## config.mk

```make
export PLATFORM = sky130hd
export DESIGN_NAME = logistic_prox_bisection_unit
export DESIGN_NICKNAME = d
export VERILOG_FILES = /design/src/rtl/core/lpb_pkg.sv /design/src/rtl/core/lpb_datapath.sv /design/src/rtl/core/lpb_ctrl.sv /design/src/rtl/core/logistic_prox_bisection_unit.sv
export SDC_FILE = /design/constraint.sdc
export NUM_CORES = 2
export LEC_CHECK = 0
export ABC_CLOCK_PERIOD_IN_PS = 15900
export BUFFER_PORTS_ARGS = -buffer_cell sky130_fd_sc_hd__buf_2
export CAP_MARGIN = 20
export CORE_MARGIN = 3
export CORE_UTILIZATION = 49
export CTS_BUF_LIST = sky130_fd_sc_hd__clkbuf_8
export DETAILED_ROUTE_END_ITERATION = 8
export PLACE_DENSITY = 0.66
export SLEW_MARGIN = 20
export SYNTH_ARGS = -nofsm -noshare
export SYNTH_HDL_FRONTEND = slang
export SYNTH_SLANG_ARGS = --single-unit
```

## constraint.sdc

```tcl
create_clock -name clk -period 15.9 [get_ports clk]
set_input_delay 2.385 -clock clk [delete_from_list [all_inputs] [get_ports clk]]
set_output_delay 2.385 -clock clk [all_outputs]
set_load 0.005 [all_outputs]
```

## src/rtl/core/lpb_pkg.sv

```systemverilog
// ----------------------------------------------------------------------------
// lpb_pkg
// Shared types and helpers of the logistic proximal bisection unit: the
// datapath operation codes, the command and status groups between the
// controller and the datapath, and 32-bit saturation.
// ----------------------------------------------------------------------------
package lpb_pkg;

  // Operation that the datapath performs.
  typedef enum logic [2:0] {
    OP_NONE   = 3'd0,
    OP_LOAD   = 3'd1,
    OP_SWAP   = 3'd2,
    OP_EXPAND = 3'd3,
    OP_MID    = 3'd4,
    OP_NARROW = 3'd5,
    OP_OUT    = 3'd6
  } lpb_op_t;

  // Point at which the function evaluator samples.
  typedef enum logic [1:0] {
    ZSEL_LO  = 2'd0,
    ZSEL_HI  = 2'd1,
    ZSEL_MID = 2'd2
  } lpb_zsel_t;

  // Commands from the controller to the datapath.
  typedef struct packed {
    lpb_op_t   op;
    lpb_zsel_t zsel;
    logic      wr_f;
    logic      fail;
  } lpb_cmd_t;

  // Status from the datapath to the controller.
  typedef struct packed {
    logic flo_gt_fhi;
    logic same_sign;
    logic flo_pos;
    logic ovf;
    logic fmid_zero;
  } lpb_sts_t;

  // Register index of the penalty weight.
  localparam logic REG_LAMBDA = 1'b0;

  // Saturate a 33-bit signed value to the 32-bit signed range.
  function automatic logic signed [31:0] sat33(input logic signed [32:0] v);
    logic signed [31:0] r;
    if (v[32] != v[31]) begin
      r = v[32] ? 32'sh8000_0000 : 32'sh7FFF_FFFF;
    end else begin
      r = v[31:0];
    end
    return r;
  endfunction

endpackage

```

## src/rtl/core/lpb_datapath.sv

```systemverilog
// ----------------------------------------------------------------------------
// lpb_datapath
// Bracket registers, the three-stage function evaluator (sigmoid and
// distance, penalty product, sum) and the result register.
// ----------------------------------------------------------------------------
module lpb_datapath import lpb_pkg::*; #(
  parameter int FRAC_BITS = 16
) (
  input  logic               clk,
  input  lpb_cmd_t           cmd_i,
  input  logic signed [31:0] lambda_i,
  input  logic signed [31:0] ax_value_i,
  input  logic signed [31:0] u_value_i,
  input  logic signed [31:0] label_i,
  output lpb_sts_t           sts_o,
  output logic signed [31:0] root_o,
  output logic               failed_o
);

  localparam int FW = 66 - FRAC_BITS;
  localparam longint ONE = longint'(1) <<< FRAC_BITS;
  localparam logic [32:0] T_SAT = 33'(5 * ONE);
  localparam logic [32:0] T_MID = 33'((19 * ONE) / 8);
  localparam logic [32:0] T_LIN = 33'(ONE);
  localparam logic [32:0] C_HI  = 33'((27 * ONE) / 32);
  localparam logic [32:0] C_MID = 33'((5 * ONE) / 8);
  localparam logic [32:0] C_LO  = 33'(ONE / 2);
  localparam logic [32:0] C_ONE = 33'(ONE);
  localparam logic signed [31:0] LO_INIT = 32'(-10 * ONE);
  localparam logic signed [31:0] HI_INIT = 32'(10 * ONE);

  logic signed [31:0]   q_r, y_r, lo_r, hi_r, mid_r, d_r, root_r;
  logic signed [FW-1:0] flo_r, fhi_r, fmid_r;
  logic signed [33:0]   sg1_r, sg2_r;
  logic signed [63:0]   prod_r;
  logic                 failed_r;

  logic signed [31:0]   zv, d_nxt, lo2, hi2;
  logic signed [32:0]   qsum, diff, msum;
  logic [32:0]          a, s_abs, sig;
  logic signed [FW-1:0] f_val;

  // Stage one: pick the sample point, form the clipped distance and the sigmoid.
  always_comb begin
    case (cmd_i.zsel)
      ZSEL_LO:  zv = lo_r;
      ZSEL_HI:  zv = hi_r;
      default:  zv = mid_r;
    endcase
    diff  = {zv[31], zv} - {q_r[31], q_r};
    d_nxt = sat33(diff);
    a     = zv[31] ? 33'(-{zv[31], zv}) : 33'({zv[31], zv});
    if (a >= T_SAT) begin
      s_abs = C_ONE;
    end else if (a >= T_MID) begin
      s_abs = (a >> 5) + C_HI;
    end else if (a >= T_LIN) begin
      s_abs = (a >> 3) + C_MID;
    end else begin
      s_abs = (a >> 2) + C_LO;
    end
    sig = zv[31] ? (C_ONE - s_abs) : s_abs;
  end

  // Stage three: sigmoid plus floored penalty minus the label.
  assign f_val = FW'(prod_r >>> FRAC_BITS) + FW'(sg2_r) - FW'(y_r);

  // Bracket arithmetic.
  assign qsum = {ax_value_i[31], ax_value_i} + {u_value_i[31], u_value_i};
  assign msum = {lo_r[31], lo_r} + {hi_r[31], hi_r};
  assign lo2  = sat33({lo_r, 1'b0});
  assign hi2  = sat33({hi_r, 1'b0});

  // Evaluator pipeline registers run every cycle.
  always_ff @(posedge clk) begin
    d_r    <= d_nxt;
    sg1_r  <= $signed({1'b0, sig});
    prod_r <= lambda_i * d_r;
    sg2_r  <= sg1_r;
  end

  // Bracket, function value and result registers.
  always_ff @(posedge clk) begin
    case (cmd_i.op)
      OP_LOAD: begin
        q_r  <= sat33(qsum);
        y_r  <= label_i;
        lo_r <= LO_INIT;
        hi_r <= HI_INIT;
      end
      OP_SWAP: begin
        if (sts_o.flo_gt_fhi) begin
          lo_r  <= hi_r;
          hi_r  <= lo_r;
          flo_r <= fhi_r;
          fhi_r <= flo_r;
        end
      end
      OP_EXPAND: begin
        if (sts_o.flo_pos) begin
          hi_r  <= lo_r;
          fhi_r <= flo_r;
          lo_r  <= lo2;
        end else begin
          lo_r  <= hi_r;
          flo_r <= fhi_r;
          hi_r  <= hi2;
        end
      end
      OP_MID: mid_r <= msum[32:1];
      OP_NARROW: begin
        if (fmid_r[FW-1]) begin
          lo_r <= mid_r;
        end else begin
          hi_r <= mid_r;
        end
      end
      OP_OUT: begin
        root_r   <= mid_r;
        failed_r <= cmd_i.fail;
      end
      default: ;
    endcase
    if (cmd_i.wr_f) begin
      case (cmd_i.zsel)
        ZSEL_LO:  flo_r  <= f_val;
        ZSEL_HI:  fhi_r  <= f_val;
        default:  fmid_r <= f_val;
      endcase
    end
  end

  // Status toward the controller.
  always_comb begin
    sts_o.flo_gt_fhi = flo_r > fhi_r;
    sts_o.same_sign  = (flo_r != '0) && (fhi_r != '0) && (flo_r[FW-1] == fhi_r[FW-1]);
    sts_o.flo_pos    = !flo_r[FW-1] && (flo_r != '0);
    sts_o.ovf        = sts_o.flo_pos ? (lo_r[31] ^ lo_r[30]) : (hi_r[31] ^ hi_r[30]);
    sts_o.fmid_zero  = fmid_r == '0;
  end

  assign root_o   = root_r;
  assign failed_o = failed_r;

endmodule

```

## src/rtl/core/lpb_ctrl.sv

```systemverilog
// ----------------------------------------------------------------------------
// lpb_ctrl
// Sequencer of the bisection unit: evaluates the bracket ends, expands the
// bracket, runs the halvings and hands the result to the output register.
// ----------------------------------------------------------------------------
module lpb_ctrl import lpb_pkg::*; #(
  parameter int MAX_ITER   = 5,
  parameter int MAX_EXPAND = 12
) (
  input  logic     clk,
  input  logic     rst_n,
  input  logic     in_valid,
  output logic     in_ready,
  output logic     out_valid,
  input  logic     out_ready,
  input  lpb_sts_t sts_i,
  output lpb_cmd_t cmd_o
);

  localparam int CW = $clog2(MAX_EXPAND + 1);
  localparam int IW = $clog2(MAX_ITER + 1);

  typedef enum logic [10:0] {
    S_IDLE   = 11'b000_0000_0001,
    S_EV_LO  = 11'b000_0000_0010,
    S_EV_HI  = 11'b000_0000_0100,
    S_SWAP   = 11'b000_0000_1000,
    S_CHECK  = 11'b000_0001_0000,
    S_EXPAND = 11'b000_0010_0000,
    S_EV_EXP = 11'b000_0100_0000,
    S_MID    = 11'b000_1000_0000,
    S_EV_MID = 11'b001_0000_0000,
    S_BISECT = 11'b010_0000_0000,
    S_FIN    = 11'b100_0000_0000
  } state_t;

  state_t    state_r, state_nxt;
  logic [1:0] ph_r, ph_nxt;
  logic [CW-1:0] cnt_r, cnt_nxt;
  logic [IW-1:0] its_r, its_nxt;
  logic      fail_r, fail_nxt;
  lpb_zsel_t side_r, side_nxt;
  logic      out_valid_r, out_valid_nxt;
  logic      ev_done;

  assign ev_done = ph_r == 2'd2;

  // Next-state and command logic.
  always_comb begin
    state_nxt     = state_r;
    ph_nxt        = 2'd0;
    cnt_nxt       = cnt_r;
    its_nxt       = its_r;
    fail_nxt      = fail_r;
    side_nxt      = side_r;
    out_valid_nxt = out_valid_r && !out_ready;
    cmd_o         = '{op: OP_NONE, zsel: ZSEL_LO, wr_f: 1'b0, fail: fail_r};
    unique case (state_r)
      S_IDLE: begin
        if (in_valid) begin
          cmd_o.op  = OP_LOAD;
          cnt_nxt   = '0;
          fail_nxt  = 1'b0;
          state_nxt = S_EV_LO;
        end
      end
      S_EV_LO: begin
        cmd_o.zsel = ZSEL_LO;
        cmd_o.wr_f = ev_done;
        ph_nxt     = ev_done ? 2'd0 : ph_r + 2'd1;
        if (ev_done) state_nxt = S_EV_HI;
      end
      S_EV_HI: begin
        cmd_o.zsel = ZSEL_HI;
        cmd_o.wr_f = ev_done;
        ph_nxt     = ev_done ? 2'd0 : ph_r + 2'd1;
        if (ev_done) state_nxt = S_SWAP;
      end
      S_SWAP: begin
        cmd_o.op  = OP_SWAP;
        state_nxt = S_CHECK;
      end
      S_CHECK: begin
        if (!sts_i.same_sign) begin
          state_nxt = S_MID;
        end else if (cnt_r >= CW'(MAX_EXPAND)) begin
          fail_nxt  = 1'b1;
          state_nxt = S_MID;
        end else begin
          state_nxt = S_EXPAND;
        end
      end
      S_EXPAND: begin
        cmd_o.op = OP_EXPAND;
        cnt_nxt  = cnt_r + CW'(1);
        side_nxt = sts_i.flo_pos ? ZSEL_LO : ZSEL_HI;
        if (sts_i.ovf) begin
          fail_nxt  = 1'b1;
          state_nxt = S_MID;
        end else begin
          state_nxt = S_EV_EXP;
        end
      end
      S_EV_EXP: begin
        cmd_o.zsel = side_r;
        cmd_o.wr_f = ev_done;
        ph_nxt     = ev_done ? 2'd0 : ph_r + 2'd1;
        if (ev_done) state_nxt = S_CHECK;
      end
      S_MID: begin
        cmd_o.op  = OP_MID;
        state_nxt = fail_r ? S_FIN : S_EV_MID;
      end
      S_EV_MID: begin
        cmd_o.zsel = ZSEL_MID;
        cmd_o.wr_f = ev_done;
        ph_nxt     = ev_done ? 2'd0 : ph_r + 2'd1;
        if (ev_done) state_nxt = S_BISECT;
      end
      S_BISECT: begin
        if (sts_i.fmid_zero || its_r >= IW'(MAX_ITER)) begin
          state_nxt = S_FIN;
        end else begin
          cmd_o.op  = OP_NARROW;
          its_nxt   = its_r + IW'(1);
          state_nxt = S_MID;
        end
      end
      S_FIN: begin
        if (!out_valid_r || out_ready) begin
          cmd_o.op      = OP_OUT;
          out_valid_nxt = 1'b1;
          state_nxt     = S_IDLE;
        end
      end
      default: state_nxt = S_IDLE;
    endcase
    if (state_r == S_IDLE) its_nxt = '0;
  end

  // Control registers.
  always_ff @(posedge clk) begin
    if (!rst_n) begin
      state_r     <= S_IDLE;
      ph_r        <= 2'd0;
      cnt_r       <= '0;
      its_r       <= '0;
      fail_r      <= 1'b0;
      side_r      <= ZSEL_LO;
      out_valid_r <= 1'b0;
    end else begin
      state_r     <= state_nxt;
      ph_r        <= ph_nxt;
      cnt_r       <= cnt_nxt;
      its_r       <= its_nxt;
      fail_r      <= fail_nxt;
      side_r      <= side_nxt;
      out_valid_r <= out_valid_nxt;
    end
  end

  assign in_ready  = state_r == S_IDLE;
  assign out_valid = out_valid_r;

endmodule

```

## src/rtl/core/logistic_prox_bisection_unit.sv

```systemverilog
// ----------------------------------------------------------------------------
// logistic_prox_bisection_unit
// Proximal step of the logistic loss in signed fixed point, found by
// bracketing and bisection on one shared function evaluator.
// ----------------------------------------------------------------------------
// Usage:
//   An item (in_ax_value, in_u_value, in_label) is taken on a valid/ready
//   transfer while the unit is idle. The unit forms q = ax + u and searches
//   for z with sigmoid(z) + lambda*(z - q) - label = 0. The result
//   (out_root, out_bracket_failed) is presented on a valid/ready transfer.
//   Each evaluation of the function passes through the evaluator stages
//   (sigmoid and distance, penalty product, final sum), and every step of the
//   search waits on it. The twelfth doubling of the default bracket
//   saturates, and the search makes at most MAX_ITER halvings.
//   One item is in flight at a time; the next item may be taken while the
//   previous result still waits in the output register. If the receiver
//   stalls, the finished result holds the sequencer until the output frees.
//   The penalty weight lambda is written over the APB port at address 0;
//   the user must write it only while the unit is idle, as the unit does not
//   enforce it. Reset sets lambda to 1.0 and empties the output register.
// ----------------------------------------------------------------------------
module logistic_prox_bisection_unit import lpb_pkg::*; #(
  parameter int MAX_ITER   = 5,
  parameter int MAX_EXPAND = 12,
  parameter int FRAC_BITS  = 16
) (
  input  logic               clk,
  input  logic               rst_n,
  input  logic               in_valid,
  output logic               in_ready,
  input  logic signed [31:0] in_ax_value,
  input  logic signed [31:0] in_u_value,
  input  logic signed [31:0] in_label,
  output logic               out_valid,
  input  logic               out_ready,
  output logic signed [31:0] out_root,
  output logic               out_bracket_failed,
  input  logic               psel,
  input  logic               penable,
  input  logic               pwrite,
  input  logic [2:0]         paddr,
  input  logic [31:0]        pwdata,
  output logic [31:0]        prdata,
  output logic               pready
);

  localparam logic signed [31:0] LAMBDA_RESET = 32'(longint'(1) <<< FRAC_BITS);

  logic signed [31:0] lambda_r;
  lpb_cmd_t           cmd;
  lpb_sts_t           sts;

  // Configuration register write and read-back.
  always_ff @(posedge clk) begin
    if (!rst_n) begin
      lambda_r <= LAMBDA_RESET;
    end else if (psel && penable && pwrite && paddr[2] == REG_LAMBDA) begin
      lambda_r <= pwdata;
    end
  end

  assign pready = 1'b1;
  assign prdata = (paddr[2] == REG_LAMBDA) ? lambda_r : 32'd0;

  lpb_ctrl #(
    .MAX_ITER   (MAX_ITER),
    .MAX_EXPAND (MAX_EXPAND)
  ) u_ctrl (
    .clk       (clk),
    .rst_n     (rst_n),
    .in_valid  (in_valid),
    .in_ready  (in_ready),
    .out_valid (out_valid),
    .out_ready (out_ready),
    .sts_i     (sts),
    .cmd_o     (cmd)
  );

  lpb_datapath #(
    .FRAC_BITS (FRAC_BITS)
  ) u_datapath (
    .clk        (clk),
    .cmd_i      (cmd),
    .lambda_i   (lambda_r),
    .ax_value_i (in_ax_value),
    .u_value_i  (in_u_value),
    .label_i    (in_label),
    .sts_o      (sts),
    .root_o     (out_root),
    .failed_o   (out_bracket_failed)
  );

  // The sequencer is busy right after taking an item.
  a_busy_after_accept: assert property (@(posedge clk) disable iff (!rst_n)
    in_valid && in_ready |=> !in_ready)
    else $error("unit still ready after taking an item");

  // A fresh result never appears in the cycle after an item is taken.
  a_no_instant_result: assert property (@(posedge clk) disable iff (!rst_n)
    in_valid && in_ready && !out_valid |=> !out_valid)
    else $error("result presented without any evaluation");

endmodule

```

# [After elaboration in Yosys (flattened, before gate mapping)]
# Index checks and enable logic that the tools add are counted.
[totals] register_bits=561 inputBits=138
[op_classes] magnitude_cmp=6 n_reduce_logical=30 mux=60 mul=1 n_eq_ne=36 addsub=13 bitwise=7
[ops] op="2-to-1 mux 32 bit" count=15
[ops] op="2-to-1 mux 50 bit" count=7
[ops] op="one-hot mux 32 bit (4 select lines)" count=2
[ops] op="one-hot mux 50 bit (2 select lines)" count=2
[ops] op="2-to-1 mux 33 bit" count=5
[ops] op="one-hot mux 11 bit (11 select lines)" count=1
[ops] op="nonzero test 50 bit" count=2
[ops] op="2-to-1 mux 11 bit" count=9
[ops] op="adder 32 x 32 -> 33 bit" count=2
[ops] op="multiplier 32 x 32 -> 64 bit" count=1
[ops] op="one-hot mux 32 bit (2 select lines)" count=1
[ops] op="> comparator 50 bit" count=1
[ops] op="zero test 50 bit" count=1
[ops] op="subtractor 49 x 32 -> 50 bit" count=1
[ops] op="adder 48 x 34 -> 49 bit" count=1
[ops] op="greater-or-equal comparator 33 x 17 -> 1 bit (second input constant)" count=1
[ops] op="greater-or-equal comparator 33 x 18 -> 1 bit (second input constant)" count=1
[ops] op="greater-or-equal comparator 33 x 19 -> 1 bit (second input constant)" count=1
[ops] op="negator 33 bit" count=1
[ops] op="subtractor 17 x 33 -> 33 bit (first input constant)" count=1
[ops] op="subtractor 32 x 32 -> 33 bit" count=1
[ops] op="adder 31 x 16 -> 32 bit (second input constant)" count=1
[ops] op="adder 30 x 16 -> 31 bit (second input constant)" count=1
[ops] op="adder 28 x 16 -> 29 bit (second input constant)" count=1
[ops] op="other kinds (49)" count=93

# [Longest topological paths before layout]
[logic_depth] depth_word=12 ltp_mapped=33

# [By module]
# A second synthesis with hierarchy kept.
[hier_totals] cells_unflattened=7040 hier_area_um2=67222.0
[modules_own_cells] module="lpb_datapath" area_each_um2=64329.2 instances=1 cells_each=6707
[modules_own_cells] module="logistic_prox_bisection_unit" area_each_um2=1542.7 instances=1 cells_each=177
[modules_own_cells] module="lpb_ctrl" area_each_um2=1350.0 instances=1 cells_each=156

# [Worst setup path before layout]
# Ideal clock, no wire load.
[synth_path] path_type="reg-to-reg" start="register lambda_r[20]" end="register u_datapath.prod_r[62]" t_required_ps=15777 t_arrival_ps=8195 synth_period_minus_slack_ps=8318 setup_slack_ps=7582 n_path_buf=2 stages_incl_launch_ff=30 path_cell_list="dfxtp_1 clkbuf_1 clkbuf_1 nand2_1 fa_1 fa_1 fa_1 fa_1 inv_1 fa_1 fa_1 fa_1 fa_1 ha_1 a21o_1 a21o_1 a221o_1 or3_1 a31oi_1 o31ai_1 a31oi_1 o31ai_1 a32oi_1 a311oi_1 a221oi_1 nand2b_1 a21boi_0 o21ai_0 a21oi_1 xor2_1"
[synth_between] elab_chain_cells=1
[synth_rtl] item="start, declared" line="logistic_prox_bisection_unit.sv:49" source="logic signed [31:0] lambda_r;"
[synth_rtl] item="start signal, assigned" line="logistic_prox_bisection_unit.sv:58" source="lambda_r <= pwdata;"
[synth_rtl] item="multiplier 32 x 32 -> 64 bit" line="lpb_datapath.sv:78" source="prod_r <= lambda_i * d_r;"
[synth_rtl] item="end signal, assigned" line="lpb_datapath.sv:78"
[synth_rtl] item="end, declared" line="lpb_datapath.sv:35" source="logic signed [63:0] prod_r;"
# No other way between the ends.
# A chain may end at the register's enable or synchronous reset.

# [Worst setup path after layout]
[layout_path] start="register lambda_r[16]" end="register u_datapath.prod_r[63]"
# The elaborated chain is that of the path after synthesis.

==> results.sh <==
export IMPL_area_growth_pct=7.55
export IMPL_rr_worst_depth=31
export IMPL_vias=50400
export IMPL_vias_per_cell=5.58
export IMPL_grt_pass1_vias=52200
export IMPL_layout_drive_gt1_share=0.0766
export IMPL_cts_made_buffers=97
export IMPL_critPathLaunch="lambda_r[16]"
export IMPL_startpoint_type="register"
export IMPL_grt_usage=0.268
export IMPL_wl_per_cell_um=20.4
export IMPL_p_leak_nw=33.3
export IMPL_syn_num_nets=8774
export IMPL_hold_end="u_datapath.sg2_r[2]"
export IMPL_cts_sinks=544
export IMPL_dp_hpwl_um=138000
export IMPL_overflow=0
export IMPL_rrSetupSlack_ps=5740
export IMPL_async_flop_share=0
export IMPL_coreArea_mm2=0.134
export IMPL_min_from="u_datapath.sg1_r[2]"
export IMPL_ys_seq_area_frac=0.200
export IMPL_crit_top_cell="fa_1"
export IMPL_ys_warn_count=0
export IMPL_drc_errors=0
export IMPL_clock_root_buffer="clkbuf_8"
export IMPL_rsz0062_at_grt="false"
export IMPL_setup_tns_ps=0
export IMPL_maxSlewHeadroom=0.220
export IMPL_core_rowCount=134
export IMPL_design_area_mm2=0.0716
export IMPL_peakVddDrop_mv=0.238
export IMPL_finalCritPeriodShare=0.639
export IMPL_htreeDepth=3
export IMPL_ios=206
export IMPL_dpl_instance_area_mm2=0.0693
export IMPL_insertion_delay_ps=840
export IMPL_clockBufferDepth=3
export IMPL_postCtsSetupBuffers=0
export IMPL_cts_resized=0
export IMPL_synth_edf_count=243
export IMPL_final_setup_viol_count=0
export IMPL_cts_tree="done"
export IMPL_max_stage_delay_ps=650
export IMPL_fin_skew_ps=74.7
export IMPL_grt_first_pass_wirelength_um=294000
export IMPL_yosys_most_used_dff="dfxtp_1"
export IMPL_critPathRequiredTime_ps=16570
export IMPL_routed_wl_um=184000
export IMPL_status="completed"
export IMPL_first_iter_violations=3904
export IMPL_whs_path_depth=0
export IMPL_routabilityCongestion=0.926
export IMPL_finalHoldViolCount=0
export IMPL_synth_top_area_frac=0.336
export IMPL_synth_area_leaders="fa_1, edfxtp_1, dfxtp_1"
export IMPL_syn_cell_area_mm2=0.0665
export IMPL_ys_seq_elements=544
export IMPL_nets=8833
export IMPL_yosys_area_top_type="fa_1"
export IMPL_dr_pass1_iters=5
export IMPL_netlist_top_cells_count="inv_1, fa_1, nand2_1, ha_1, and2_1"
export IMPL_antenna_found_initial=14
export IMPL_critPathSlowestCell="dfxtp_1"
export IMPL_fmax_mhz=98.4
export IMPL_die_w_um=375
export IMPL_antenna_left=0
export IMPL_r2r_end="u_datapath.prod_r[63]"
export IMPL_synth_cells=7113
export IMPL_reg2reg_from="lambda_r[16]"
export IMPL_fp_dieH_um=375
export IMPL_syn_avg_cell_area_um2=9.35
export IMPL_hold_buffers=0
export IMPL_io_buffers=202
export IMPL_p_per_area_mw_per_mm2=155
export IMPL_die_area_mm2=0.140
export IMPL_end_kind="register"
export IMPL_synth_most_common_cell="inv_1"
export IMPL_synth_cell_types=103
export IMPL_maxCapViolCount=0
export IMPL_hold_class="reg -> reg"
export IMPL_initial_core_util=0.496
export IMPL_path_max_fanout=27
export IMPL_arrival_ps=10830
export IMPL_finalCriticalPeriod_ps=10160
export IMPL_critPathKind="reg -> reg"
export IMPL_tightest_slew_ps=1160
export IMPL_cts_reportedPaths_clkPinSlew_ps=70
export IMPL_grt_start_max_net_pins=95
export IMPL_slew_violations=0
## layout make-up
class	count	area, um^2
antenna	4	10.0
clock buffer	105	1450
clock inverter	77	756
fill	12200	62600
inverter	1302	4890
multi-input combinational	4928	47200
sequential	544	13300
tap	1768	2210
timing repair buffer	299	1750
## flip-flops by register name (all words and copies together) (netlist names)
name / count
lambda_r: 32
u_ctrl.cnt_r: 4
u_ctrl.fail_r: 1
u_ctrl.its_r: 3
u_ctrl.out_valid: 1
u_ctrl.ph_r: 2
u_ctrl.side_r: 1
u_ctrl.state_r: 11
u_datapath.d_r: 32
u_datapath.failed_o: 1
u_datapath.fhi_r: 50
u_datapath.flo_r: 50
u_datapath.fmid_r: 50
u_datapath.hi_r: 32
u_datapath.lo_r: 32
u_datapath.mid_r: 32
u_datapath.prod_r: 48
u_datapath.q_r: 32
u_datapath.root_o: 32
u_datapath.sg1_r: 33
u_datapath.sg2_r: 33
u_datapath.y_r: 32
## metal layers
layer,part of all wire,vias to the layer above,track usage
met3,0.080,319,0.0472
met1,0.42,25400,0.364
met2,0.47,1936,0.439
met4,0.032,2,0.0813
met5,0.000098,-,0
li1,-,22700,-
## cells by family (layout without fill, tap and decap cells)
kind of cell             after synthesis  in the layout  synth area share
AO/OA/AOI/OAI                       1039           1039             0.100
XOR/XNOR                             221            221            0.0291
adder cells (fa/ha/maj)             1531           1531             0.414
buffers and inverters               1641           1783            0.0934
flip-flops                           544            544             0.200
multiplexers                          65             65            0.0102
other                                  1              5         0.0000564
AND/OR/NAND/NOR                     2071           2071             0.153
## worst max path at each step
stage | endpoint | slack, ps | cells past startpoint
6_report | u_datapath.prod_r[63] | 5740 | 31
5_1_grt | u_datapath.prod_r[63] | 5220 | 31
4_1_cts | u_datapath.prod_r[63] | 5840 | 31
3_5_place_dp | u_datapath.prod_r[63] | 5870 | 31
3_3_place_gp | u_datapath.prod_r[62] | 6000 | 31
2_1_floorplan | u_datapath.prod_r[62] | 7580 | 29
## power breakdown
part / internal (mW) / total [mW] / switching, mW
sequential: 1.84 / 1.98 / 0.138
clock: 0.836 / 1.50 / 0.660
combinational: 2.91 / 7.60 / 4.69
## layout by cell type, fill, tap and decap left out, drive strengths merged, types with 28 or more instances in the layout
master | synthesis | layout
clkbuf | 317 | 105
dfxtp | 301 | 301
nor2 | 277 | 277
a21boi | 41 | 41
xor2 | 74 | 74
o21ai | 285 | 285
nand2 | 882 | 882
mux2i | 51 | 51
edfxtp | 243 | 243
a21o | 63 | 63
nand3b | 59 | 59
nor2b | 80 | 80
inv | 1301 | 1329
o31ai | 28 | 28
a22oi | 57 | 57
nand2b | 51 | 51
nand4 | 31 | 31
xnor2 | 147 | 147
ha | 406 | 406
nor4 | 64 | 64
buf | 22 | 299
o21a | 49 | 49
and2 | 372 | 372
nand3 | 49 | 49
a21oi | 274 | 274
nor3 | 106 | 106
clkinv | 1 | 33
a211oi | 32 | 32
fa | 1117 | 1117
## worst max-delay path, delay by kind of cell (launching register included)
kind / cells / cell delay [ps]
compound gates: 11 / 2970
flops: 1 / 650
simple gates: 4 / 950
fa+ha+maj: 9 / 4300
xor+xnor: 1 / 150
buf+inv: 6 / 990
## metrics by stage
step / cells / setup slack, ps / hold WS, ps / power (mW) / util
after floorplan: 7113 / 7580 / 310 / 7.21 / -
after global placement: 8840 / 6000 / 311 / 9.50 / 0.517
after detailed placement: 8840 / 5870 / 312 / 9.62 / 0.517
after CTS: 9022 / 5840 / 293 / 11.2 / 0.533
after global routing: 9024 / 5220 / 318 / 12.1 / 0.533
final: 9027 / 5740 / 306 / 11.1 / 0.534
No activity file was read; power rests on OpenSTA's default activity.
